--- src/hw/rtl/ast_pkg.sv ---
// ----------------------------------------------------------------------------
// ast_pkg
// Shared types and constants of the alarm schedule table.
// ----------------------------------------------------------------------------
package ast_pkg;

    localparam int ENTRIES = 16;
    localparam int IDX_W   = (ENTRIES > 1) ? $clog2(ENTRIES) : 1;
    localparam int PER_W   = 22;

    localparam logic [31:0] BIG_JUMP_RESET = 32'd60;
    localparam logic [31:0] SECS_PER_DAY   = 32'd86400;
    localparam logic [31:0] SECS_PER_WEEK  = 32'd604800;

    // reciprocals for a 25-bit dividend (time >> 7): 604800 = 128 * 4725, 86400 = 128 * 675
    localparam logic [25:0] WEEK_RCP = 26'd58175219;  // ceil(2^38 / 4725)
    localparam logic [25:0] DAY_RCP  = 26'd50903317;  // ceil(2^35 / 675)

    localparam logic [1:0] OP_SET   = 2'd0;
    localparam logic [1:0] OP_CLEAR = 2'd1;
    localparam logic [1:0] OP_TICK  = 2'd2;
    localparam logic [1:0] OP_SYNC  = 2'd3;

    localparam logic [3:0] KIND_REPEAT = 4'd0;
    localparam logic [3:0] KIND_DAILY  = 4'd1;
    localparam logic [3:0] KIND_ONCE   = 4'd2;
    localparam logic [3:0] ACTION_MAX  = 4'd2;

    typedef struct packed {
        logic [31:0] next_time;
        logic [3:0]  time_kind;
        logic [3:0]  action_kind;
        logic [15:0] period_minutes;
        logic [7:0]  weekday_mask;
    } t_entry;

    typedef struct packed {
        logic       status;
        logic       fired;
        logic [7:0] fired_index;
        logic [3:0] fired_action;
        logic       adjusted;
    } t_rsp;

    typedef enum logic [3:0] {
        ST_IDLE,
        ST_READ,
        ST_EVAL,
        ST_DIV,
        ST_RCP,
        ST_DOW,
        ST_MUL,
        ST_WB,
        ST_DONE
    } t_state;

endpackage

--- src/hw/rtl/ast_if.sv ---
// ----------------------------------------------------------------------------
// ast_req_if / ast_rsp_if
// Valid/ready channels for table commands and their results.
// ----------------------------------------------------------------------------
interface ast_req_if;
    logic               valid;
    logic               ready;
    logic [1:0]         opcode;
    logic [7:0]         entry_index;
    logic [3:0]         time_kind;
    logic [3:0]         action_kind;
    logic [31:0]        first_time;
    logic [15:0]        repeat_minutes;
    logic [7:0]         day_mask;
    logic [31:0]        now;
    logic signed [32:0] time_diff;

    modport source (output valid, opcode, entry_index, time_kind, action_kind,
                    first_time, repeat_minutes, day_mask, now, time_diff,
                    input ready);
    modport sink (input valid, opcode, entry_index, time_kind, action_kind,
                  first_time, repeat_minutes, day_mask, now, time_diff,
                  output ready);
endinterface

interface ast_rsp_if;
    logic       valid;
    logic       ready;
    logic       status;
    logic       fired;
    logic [7:0] fired_index;
    logic [3:0] fired_action;
    logic       adjusted;

    modport source (output valid, status, fired, fired_index, fired_action, adjusted,
                    input ready);
    modport sink (input valid, status, fired, fired_index, fired_action, adjusted,
                  output ready);
endinterface

--- src/hw/rtl/alarm_schedule_table_core.sv ---
// ----------------------------------------------------------------------------
// alarm_schedule_table_core
// Alarm entry table: set, clear, tick (fire and reschedule) and sync.
// ----------------------------------------------------------------------------
//  channel   dir  handshake      payload
//  i_req     in   valid/ready    opcode, index, entry fields, now, time_diff
//  o_rsp     out  valid/ready    status, fired, fired_index/action, adjusted
//  i_cfg     in   write enable   big_jump_seconds
//
//  set and clear post their result straight from idle. tick and sync walk
//  all ENTRIES entries through the single-port entry memory: a read and an
//  evaluate step per entry, plus reciprocal, multiply and weekday or write
//  back for a due daily entry that is handled, plus serial divide, multiply
//  and write back for a due repeat entry sync moves; done posts the result.
//  reset empties every entry at once through per-entry valid bits.
//  a new command is taken only while idle with the result register free.
// ----------------------------------------------------------------------------
module alarm_schedule_table_core
    import ast_pkg::*;
(
    input  logic        i_clk,
    input  logic        i_rst_n,
    input  logic        i_cfg_we,
    input  logic [31:0] i_cfg_wdata,
    ast_req_if.sink     i_req,
    ast_rsp_if.source   o_rsp
);

    t_entry             mem [ENTRIES];
    t_entry             r_rdata;
    logic [ENTRIES-1:0] r_valid, n_valid;
    t_state             r_state, n_state;
    logic [IDX_W-1:0]   r_idx, n_idx;
    logic [31:0]        r_big, r_now, n_now;
    logic signed [32:0] r_diff, n_diff;
    logic [1:0]         r_op, n_op;
    logic [31:0]        r_quo, n_quo;
    logic [PER_W-1:0]   r_rem, n_rem, r_dvs, n_dvs;
    logic [4:0]         r_cnt, n_cnt;
    logic [31:0]        r_prod, n_prod;
    logic [31:0]        r_largest, n_largest;
    logic               r_fired, n_fired, r_adj, n_adj;
    logic [IDX_W-1:0]   r_fidx, n_fidx;
    logic [3:0]         r_fact, n_fact;
    t_rsp               r_out, n_out;
    logic               r_out_valid, n_out_valid;

    logic               req_xfer, in_ready, last;
    logic               mem_we, mem_re;
    logic [IDX_W-1:0]   mem_waddr;
    t_entry             mem_wdata;
    logic [31:0]        ent_t;
    logic               due, short_jump, skip_rep, set_ok, idx_ok;
    logic [PER_W-1:0]   per;
    logic [PER_W:0]     rem_sh;
    logic               rem_ge;
    logic [25:0]        rcp_mag;
    logic [50:0]        rcp_prod;
    logic [31:0]        rcp_q, week_rem;
    logic [2:0]         day_cnt, dow;
    logic               dow_hit;

    // decode
    always_comb begin
        idx_ok   = {1'b0, i_req.entry_index} < 9'(ENTRIES);
        set_ok   = idx_ok && (i_req.action_kind <= ACTION_MAX);
        case (i_req.time_kind)
            KIND_REPEAT: set_ok = set_ok && (i_req.repeat_minutes != 16'd0);
            KIND_DAILY:  set_ok = set_ok && (i_req.day_mask != 8'd0);
            KIND_ONCE:   set_ok = set_ok;
            default:     set_ok = 1'b0;
        endcase
        in_ready = (r_state == ST_IDLE) && (!r_out_valid || o_rsp.ready);
        req_xfer = i_req.valid && in_ready;
        last     = r_idx == IDX_W'(ENTRIES - 1);
        ent_t    = r_valid[r_idx] ? r_rdata.next_time : 32'd0;
        due      = (ent_t != 32'd0) && (ent_t < r_now);
        per      = PER_W'({6'd0, r_rdata.period_minutes} * 22'd60);
        short_jump = $signed({r_diff[32], r_diff}) <= $signed({2'b00, r_big});
        skip_rep = (per == '0) ||
                   (short_jump && ($signed({13'd0, per[PER_W-1:1]}) >
                                   $signed({r_diff[32], r_diff})));
        rem_sh   = {r_rem, r_quo[31]};
        rem_ge   = rem_sh >= {1'b0, r_dvs};
        // quotient by a week (tick) or a day (sync) from time >> 7
        rcp_mag  = (r_op == OP_TICK) ? WEEK_RCP : DAY_RCP;
        rcp_prod = {26'd0, r_quo[31:7]} * {25'd0, rcp_mag};
        rcp_q    = (r_op == OP_TICK) ? {19'd0, rcp_prod[50:38]} : {16'd0, rcp_prod[50:35]};
        // weekday from the remainder mod one week
        week_rem = ent_t - r_prod;
        day_cnt  = 3'd0;
        for (int k = 1; k < 7; k++) begin
            if (week_rem >= 32'(k) * SECS_PER_DAY) begin
                day_cnt = day_cnt + 3'd1;
            end
        end
        dow     = (day_cnt >= 3'd3) ? day_cnt - 3'd3 : day_cnt + 3'd4;
        dow_hit = r_rdata.weekday_mask[7] || r_rdata.weekday_mask[dow];
    end

    // next state
    always_comb begin
        n_state = r_state;
        case (r_state)
            ST_IDLE: begin
                if (req_xfer && (i_req.opcode == OP_TICK || i_req.opcode == OP_SYNC)) begin
                    n_state = ST_READ;
                end
            end
            ST_READ: n_state = ST_EVAL;
            ST_EVAL: begin
                n_state = last ? ST_DONE : ST_READ;
                if (due) begin
                    if (r_op == OP_TICK) begin
                        if (r_rdata.time_kind == KIND_DAILY) n_state = ST_RCP;
                    end else begin
                        if (r_rdata.time_kind == KIND_REPEAT && !skip_rep) begin
                            n_state = ST_DIV;
                        end else if (r_rdata.time_kind == KIND_DAILY && !short_jump) begin
                            n_state = ST_RCP;
                        end
                    end
                end
            end
            ST_DIV: begin
                if (r_cnt == 5'd31) n_state = ST_MUL;
            end
            ST_RCP:  n_state = ST_MUL;
            ST_DOW:  n_state = last ? ST_DONE : ST_READ;
            ST_MUL:  n_state = (r_op == OP_TICK) ? ST_DOW : ST_WB;
            ST_WB:   n_state = last ? ST_DONE : ST_READ;
            ST_DONE: n_state = ST_IDLE;
            default: n_state = ST_IDLE;
        endcase
    end

    // datapath and outputs
    always_comb begin
        n_valid     = r_valid;
        n_idx       = r_idx;
        n_now       = r_now;
        n_diff      = r_diff;
        n_op        = r_op;
        n_quo       = r_quo;
        n_rem       = r_rem;
        n_dvs       = r_dvs;
        n_cnt       = r_cnt;
        n_prod      = r_prod;
        n_largest   = r_largest;
        n_fired     = r_fired;
        n_adj       = r_adj;
        n_fidx      = r_fidx;
        n_fact      = r_fact;
        n_out       = r_out;
        n_out_valid = r_out_valid && !o_rsp.ready;
        mem_we      = 1'b0;
        mem_re      = 1'b0;
        mem_waddr   = r_idx;
        mem_wdata   = r_rdata;
        case (r_state)
            ST_IDLE: begin
                if (req_xfer) begin
                    n_op        = i_req.opcode;
                    n_now       = i_req.now;
                    n_diff      = i_req.time_diff;
                    n_idx       = '0;
                    n_largest   = 32'd0;
                    n_fired     = 1'b0;
                    n_adj       = 1'b0;
                    n_fidx      = '0;
                    n_fact      = 4'd0;
                    n_out       = '0;
                    mem_waddr   = i_req.entry_index[IDX_W-1:0];
                    mem_wdata   = '{i_req.first_time, i_req.time_kind, i_req.action_kind,
                                    i_req.repeat_minutes, i_req.day_mask};
                    if (i_req.opcode == OP_SET) begin
                        n_out_valid   = 1'b1;
                        n_out.status  = !set_ok;
                        mem_we        = set_ok;
                        if (set_ok) n_valid[mem_waddr] = 1'b1;
                    end else if (i_req.opcode == OP_CLEAR) begin
                        n_out_valid  = 1'b1;
                        n_out.status = !idx_ok;
                        if (idx_ok) n_valid[mem_waddr] = 1'b0;
                    end
                end
            end
            ST_READ: mem_re = 1'b1;
            ST_EVAL: begin
                n_cnt = 5'd0;
                n_rem = '0;
                if (due) begin
                    if (r_op == OP_TICK) begin
                        n_quo = ent_t;
                        n_dvs = PER_W'(SECS_PER_WEEK);
                        case (r_rdata.time_kind)
                            KIND_REPEAT: mem_wdata.next_time = ent_t + {10'd0, per};
                            KIND_DAILY:  mem_wdata.next_time = ent_t;
                            default:     mem_wdata.next_time = 32'd0;
                        endcase
                        mem_we = r_rdata.time_kind != KIND_DAILY;
                        if ((r_rdata.time_kind == KIND_REPEAT ||
                             r_rdata.time_kind == KIND_ONCE) && ent_t > r_largest) begin
                            n_largest = ent_t;
                            n_fired   = 1'b1;
                            n_fidx    = r_idx;
                            n_fact    = r_rdata.action_kind;
                        end
                    end else begin
                        mem_wdata.next_time = 32'd0;
                        case (r_rdata.time_kind)
                            KIND_REPEAT: begin
                                n_quo = r_now - ent_t + {10'd0, per} - 32'd1;
                                n_dvs = per;
                            end
                            KIND_DAILY: begin
                                n_quo = r_now - ent_t + SECS_PER_DAY - 32'd1;
                                n_dvs = PER_W'(SECS_PER_DAY);
                            end
                            KIND_ONCE: mem_we = !short_jump;
                            default:   mem_we = 1'b1;
                        endcase
                    end
                end
                if (n_state == ST_READ) n_idx = r_idx + IDX_W'(1);
            end
            ST_DIV: begin
                // restoring divide, one quotient bit per cycle
                n_quo = {r_quo[30:0], rem_ge};
                n_rem = rem_ge ? PER_W'(rem_sh - {1'b0, r_dvs}) : rem_sh[PER_W-1:0];
                n_cnt = r_cnt + 5'd1;
            end
            ST_RCP: n_quo = rcp_q;
            ST_DOW: begin
                mem_we              = 1'b1;
                mem_wdata.next_time = ent_t + SECS_PER_DAY;
                if (dow_hit && ent_t > r_largest) begin
                    n_largest = ent_t;
                    n_fired   = 1'b1;
                    n_fidx    = r_idx;
                    n_fact    = r_rdata.action_kind;
                end
                if (!last) n_idx = r_idx + IDX_W'(1);
            end
            ST_MUL: n_prod = 32'(r_quo * {10'd0, r_dvs});
            ST_WB: begin
                mem_we              = 1'b1;
                mem_wdata.next_time = ent_t + r_prod;
                if (r_quo != 32'd0) n_adj = 1'b1;
                if (!last) n_idx = r_idx + IDX_W'(1);
            end
            ST_DONE: begin
                n_out_valid        = 1'b1;
                n_out.status       = 1'b0;
                n_out.fired        = r_fired;
                n_out.fired_index  = 8'(r_fidx);
                n_out.fired_action = r_fact;
                n_out.adjusted     = (r_op == OP_SYNC) && r_adj;
            end
            default: ;
        endcase
    end

    always_ff @(posedge i_clk) begin
        if (mem_we) mem[mem_waddr] <= mem_wdata;
        if (mem_re) r_rdata <= mem[r_idx];
    end

    always_ff @(posedge i_clk) begin
        if (!i_rst_n) begin
            r_state     <= ST_IDLE;
            r_valid     <= '0;
            r_big       <= BIG_JUMP_RESET;
            r_out_valid <= 1'b0;
        end else begin
            r_state     <= n_state;
            r_valid     <= n_valid;
            r_out_valid <= n_out_valid;
            if (i_cfg_we) r_big <= i_cfg_wdata;
        end
    end

    always_ff @(posedge i_clk) begin
        r_idx     <= n_idx;
        r_now     <= n_now;
        r_diff    <= n_diff;
        r_op      <= n_op;
        r_quo     <= n_quo;
        r_rem     <= n_rem;
        r_dvs     <= n_dvs;
        r_cnt     <= n_cnt;
        r_prod    <= n_prod;
        r_largest <= n_largest;
        r_fired   <= n_fired;
        r_adj     <= n_adj;
        r_fidx    <= n_fidx;
        r_fact    <= n_fact;
        r_out     <= n_out;
    end

    assign i_req.ready        = in_ready;
    assign o_rsp.valid        = r_out_valid;
    assign o_rsp.status       = r_out.status;
    assign o_rsp.fired        = r_out.fired;
    assign o_rsp.fired_index  = r_out.fired_index;
    assign o_rsp.fired_action = r_out.fired_action;
    assign o_rsp.adjusted     = r_out.adjusted;

endmodule

--- src/flat_wrapper.sv ---
// flat-port wrapper written by rule: the top's interface ports become plain ports
module alarm_schedule_table_core_flat import ast_pkg::*;
  (i_clk, i_rst_n, i_cfg_we, i_cfg_wdata, i_req_valid, i_req_opcode, i_req_entry_index, i_req_time_kind, i_req_action_kind, i_req_first_time, i_req_repeat_minutes, i_req_day_mask, i_req_now, i_req_time_diff, i_req_ready, o_rsp_valid, o_rsp_status, o_rsp_fired, o_rsp_fired_index, o_rsp_fired_action, o_rsp_adjusted, o_rsp_ready);
  ast_req_if i_req_i ();
  ast_rsp_if o_rsp_i ();
  input  logic i_clk;
  input  logic i_rst_n;
  input  logic i_cfg_we;
  input  logic [31:0] i_cfg_wdata;
  input wire logic [$bits(i_req_i.valid)-1:0] i_req_valid;
  input wire logic [$bits(i_req_i.opcode)-1:0] i_req_opcode;
  input wire logic [$bits(i_req_i.entry_index)-1:0] i_req_entry_index;
  input wire logic [$bits(i_req_i.time_kind)-1:0] i_req_time_kind;
  input wire logic [$bits(i_req_i.action_kind)-1:0] i_req_action_kind;
  input wire logic [$bits(i_req_i.first_time)-1:0] i_req_first_time;
  input wire logic [$bits(i_req_i.repeat_minutes)-1:0] i_req_repeat_minutes;
  input wire logic [$bits(i_req_i.day_mask)-1:0] i_req_day_mask;
  input wire logic [$bits(i_req_i.now)-1:0] i_req_now;
  input wire logic [$bits(i_req_i.time_diff)-1:0] i_req_time_diff;
  output wire logic [$bits(i_req_i.ready)-1:0] i_req_ready;
  output wire logic [$bits(o_rsp_i.valid)-1:0] o_rsp_valid;
  output wire logic [$bits(o_rsp_i.status)-1:0] o_rsp_status;
  output wire logic [$bits(o_rsp_i.fired)-1:0] o_rsp_fired;
  output wire logic [$bits(o_rsp_i.fired_index)-1:0] o_rsp_fired_index;
  output wire logic [$bits(o_rsp_i.fired_action)-1:0] o_rsp_fired_action;
  output wire logic [$bits(o_rsp_i.adjusted)-1:0] o_rsp_adjusted;
  input wire logic [$bits(o_rsp_i.ready)-1:0] o_rsp_ready;
  assign i_req_i.valid = i_req_valid;
  assign i_req_i.opcode = i_req_opcode;
  assign i_req_i.entry_index = i_req_entry_index;
  assign i_req_i.time_kind = i_req_time_kind;
  assign i_req_i.action_kind = i_req_action_kind;
  assign i_req_i.first_time = i_req_first_time;
  assign i_req_i.repeat_minutes = i_req_repeat_minutes;
  assign i_req_i.day_mask = i_req_day_mask;
  assign i_req_i.now = i_req_now;
  assign i_req_i.time_diff = i_req_time_diff;
  assign i_req_ready = i_req_i.ready;
  assign o_rsp_valid = o_rsp_i.valid;
  assign o_rsp_status = o_rsp_i.status;
  assign o_rsp_fired = o_rsp_i.fired;
  assign o_rsp_fired_index = o_rsp_i.fired_index;
  assign o_rsp_fired_action = o_rsp_i.fired_action;
  assign o_rsp_adjusted = o_rsp_i.adjusted;
  assign o_rsp_i.ready = o_rsp_ready;
  alarm_schedule_table_core u_core (.i_clk(i_clk), .i_rst_n(i_rst_n), .i_cfg_we(i_cfg_we), .i_cfg_wdata(i_cfg_wdata), .i_req(i_req_i), .o_rsp(o_rsp_i));
endmodule
--- config.mk ---
export PLATFORM = sky130hd
export DESIGN_NAME = alarm_schedule_table_core_flat
export DESIGN_NICKNAME = d
export VERILOG_FILES = /design/src/hw/rtl/ast_pkg.sv /design/src/hw/rtl/ast_if.sv /design/src/hw/rtl/alarm_schedule_table_core.sv /design/src/flat_wrapper.sv
export SDC_FILE = /design/constraint.sdc
export NUM_CORES = 2
export LEC_CHECK = 0
export ABC_AREA = 1
export ABC_CLOCK_PERIOD_IN_PS = 13550
export BUFFER_PORTS_ARGS = -buffer_cell sky130_fd_sc_hd__buf_4
export CAP_MARGIN = 30
export CORE_ASPECT_RATIO = 0.7
export CORE_MARGIN = 2
export CORE_UTILIZATION = 40
export CTS_BUF_LIST = sky130_fd_sc_hd__clkbuf_4 sky130_fd_sc_hd__clkbuf_8 sky130_fd_sc_hd__clkbuf_16
export DETAILED_ROUTE_END_ITERATION = 8
export HOLD_SLACK_MARGIN = 0.05
export PLACE_DENSITY = 0.64
export SETUP_SLACK_MARGIN = 0.05
export SLEW_MARGIN = 10
export SYNTH_ARGS = -nofsm -noshare
export SYNTH_HDL_FRONTEND = slang
export SYNTH_SLANG_ARGS = --single-unit
--- constraint.sdc ---
create_clock -name i_clk -period 13.55 [get_ports i_clk]
set_input_delay 2.71 -clock i_clk [delete_from_list [all_inputs] [get_ports i_clk]]
set_output_delay 2.71 -clock i_clk [all_outputs]
set_load 0.01 [all_outputs]
==> out/qor.txt <==
status = finished, final reports clean
M1 GR Usage = 43.6%
clock sinks = 1374
critical path peak fanout = 229
most used routing layer = met1
filler cell count = 22311
synthesis-stage register bit count = 1374
Slew Limit Headroom = 17.9%
RR Endpoint = u_core.r_fact[0]
M2 GR Usage = 35.9%
Die Y = 414 um
core area = 239000 um^2
# nets final = 11520
H-Tree Depth = 4
1st-pass router iterations = 7
Final Util = 44.6%
fin. max-slew vios = 0
GR met3 Demand/Resource = 6.74%
Placer Congestion = 1.03
Yosys top cell by area = edfxtp_1
worst hold path type = flip-flop to flip-flop
die area = 245000 um^2
number of distinct library cells after synthesis = 76
Register-to-Register Setup Slack = 2010 ps
max_cap viols = 0
Crit. End Element = flip-flop
fin crit period = 11540 ps
# rows = 150
Crit-path slowest cell = buf_12
post-synthesis cell area = 96200 um^2
FMAX = 0.0866 GHz
asr flop ratio synth = 0%
Syn Area/Cell = 9.84 um^2
Req. time, crit path = 14050 ps
Final Setup Violations = 0
Setup crit start kind = flip-flop
CTS Root Cell = clkbuf_16
Most used DFF post-synth = edfxtp_1
HPWL after detailed placement = 246000 um
hold buffer count at CTS = 0
combined area of the multi-input logic cells = 48000 um^2
clock buffer count from CTS = 141
Chip Width = 590 um
GRT Total Usage = 27.3%
family with the most delay on the worst path = simple AND/OR/NAND/NOR gates
Area Overhead vs Synth = 10.7%
Crit path top cell by count = nand2_1
Avg WL per Cell = 25.6 um
number of global-route vias before repair = 71766
Synthesis Warnings = 0
clock buffer depth = 4
endpoints failing hold = 0
WP data arrival = 12050 ps
buffer count from post-CTS setup fixing = 0
Post-Route WL = 338000 um
worst hold start = u_core.r_big[8]
Initial Util = 40.3%
number of I/O pins = 193
Clock Skews = 67.7 ps
Post-DP Area = 102000 um^2
antenna viol nets, final = 0
crit-path max cell delay = 750 ps
via density per instance = 5.64
Worst Reg2Reg Path Length in Cells = 58
Clock Latency Late Sink = 820 ps
RSZ-0062 raised after global routing = no
Storage cell area = 40700 um^2
count leader, synth = inv_1
via count = 74620
Tcrit/Tclk final = 85.2%
largest net degree at the start of global routing = 246
drc violations = 0
Worst R2R Start = u_core.r_idx[0]
sequential share of the synthesized area = 42.3%
global-route wire length before repair = 492000 um
WP buf/inv = 10
Resized Gates After CTS = 0
synth cell count leaders = inv_1, nand2_1, edfxtp_1
end of the worst hold path = u_core.r_big[8]
Port-buffer cells = 188
DRT iter0 DRCs = 10235
actual slew at the worst max-slew pin = 1230 ps
hold-critical path depth = 2
final instance area = 107000 um^2
initial antenna violation count = 24
grt total ovfl = 0
top post-synthesis cells by area = edfxtp_1, fa_1, ha_1
Mapped Cells = 9777
number of synthesized flops with an enable pin = 1321
Final TNS setup = 0 ps
Setup CP Type = flip-flop to flip-flop
top cell type's share of synthesized area = 41.2%
Worst-path clk slew = 60 ps
layout cells sized above 1 = 7.77%
CTS tree = yes
## through the flow
stage          setup slack, ps  instances  hold slack (ps)
2_1_floorplan             3920       9787              437
3_3_place_gp              1700      12942              449
3_5_place_dp              2280      12954              458
4_1_cts                   2260      13194              467
5_1_grt                   1140      13217              484
6_report                  2010      13220              465
## flip-flops by register name, summed over array words and instances (netlist names), 22 cells and up, named ones only
name              flops
u_core.r_diff        33
u_core.r_rem         22
u_core.mem         1024
u_core.r_rdata       64
u_core.r_now         32
u_core.r_largest     32
u_core.r_big         32
u_core.r_quo         32
u_core.r_prod        30
## worst register-to-register path: cells and delay by family (launching register included)
kind / cells / cell delay (ps)
AND/OR/NAND/NOR: 35 / 5050
buffers and inverters: 10 / 2160
adder cells (fa/ha/maj): 7 / 1840
AO/OA/AOI/OAI: 6 / 1630
flip-flops: 1 / 600
## area by class of cell
| cell class | instances | share of cell area, % |
|---|---|---|
| antenna | 13 | 0.0305 |
| clock buffer | 167 | 3.54 |
| clock inverter | 73 | 0.626 |
| inverter | 1644 | 5.82 |
| multi-input combinational | 6364 | 45.0 |
| sequential | 1374 | 38.2 |
| tap | 3192 | 3.75 |
| timing repair buffer | 393 | 3.01 |
## placed cells by master (no fill, tap or decap), types with 24 or more instances in the layout
| cell | synthesis | routed |
|---|---|---|
| fa_1 | 750 | 750 |
| o211ai_1 | 67 | 67 |
| nand2_1 | 1330 | 1329 |
| a211oi_1 | 34 | 34 |
| or2_2 | 31 | 31 |
| inv_1 | 1618 | 1614 |
| clkbuf_16 | 0 | 144 |
| nor2_4 | 5 | 25 |
| dfxtp_1 | 53 | 53 |
| edfxtp_1 | 1321 | 1321 |
| nand2_2 | 38 | 39 |
| o22ai_1 | 180 | 180 |
| nand4_1 | 58 | 58 |
| nor2_1 | 1001 | 979 |
| a21oi_1 | 401 | 400 |
| nor3_1 | 65 | 63 |
| clkinv_1 | 9 | 36 |
| o21ai_1 | 25 | 30 |
| buf_4 | 6 | 375 |
| o221ai_1 | 120 | 120 |
| o21ai_0 | 816 | 810 |
| nor4_1 | 37 | 37 |
| xnor2_1 | 64 | 64 |
| clkbuf_4 | 0 | 24 |
| ha_1 | 676 | 676 |
| xor2_1 | 109 | 109 |
| nand3_1 | 324 | 324 |
## logic make-up (layout without fill, tap and decap cells)
group,count (synthesis),after routing,share of synthesized area [%]
AO/OA/AOI/OAI,1807,1807,10.9
AND/OR/NAND/NOR,2944,2944,12.7
adder cells (fa/ha/maj),1426,1426,24.4
buffers and inverters,2049,2277,8.07
flip-flops,1374,1374,42.3
other,2,25,0.00780
XOR/XNOR,175,175,1.61
## how the worst max path moves through the flow
| stage | end | slack [ps] | from | cells after the start |
|---|---|---|---|---|
| after CTS | u_core.r_fact[0] | 2260 | u_core.r_idx[0] | 58 |
| after global placement | u_core.r_fidx[0] | 1700 | u_core.r_idx[0] | 58 |
| after global routing | u_core.r_fact[0] | 1140 | u_core.r_idx[0] | 58 |
| final | u_core.r_fact[0] | 2010 | u_core.r_idx[0] | 58 |
| after detailed placement | u_core.r_fidx[1] | 2280 | u_core.r_idx[0] | 58 |
| after floorplan | u_core.r_fact[0] | 3920 | u_core.r_idx[1] | 60 |
## routing by layer
layer / routed length, um / vias up
li1: - / 32932
met1: 156000 / 37057
met2: 132000 / 4231
met3: 41800 / 400
met4: 8670 / 0
met5: 0 / -
Power is left out: the tool's default activity adds up to more than one toggle a clock period on the data nets, which glitch-free logic cannot reach.
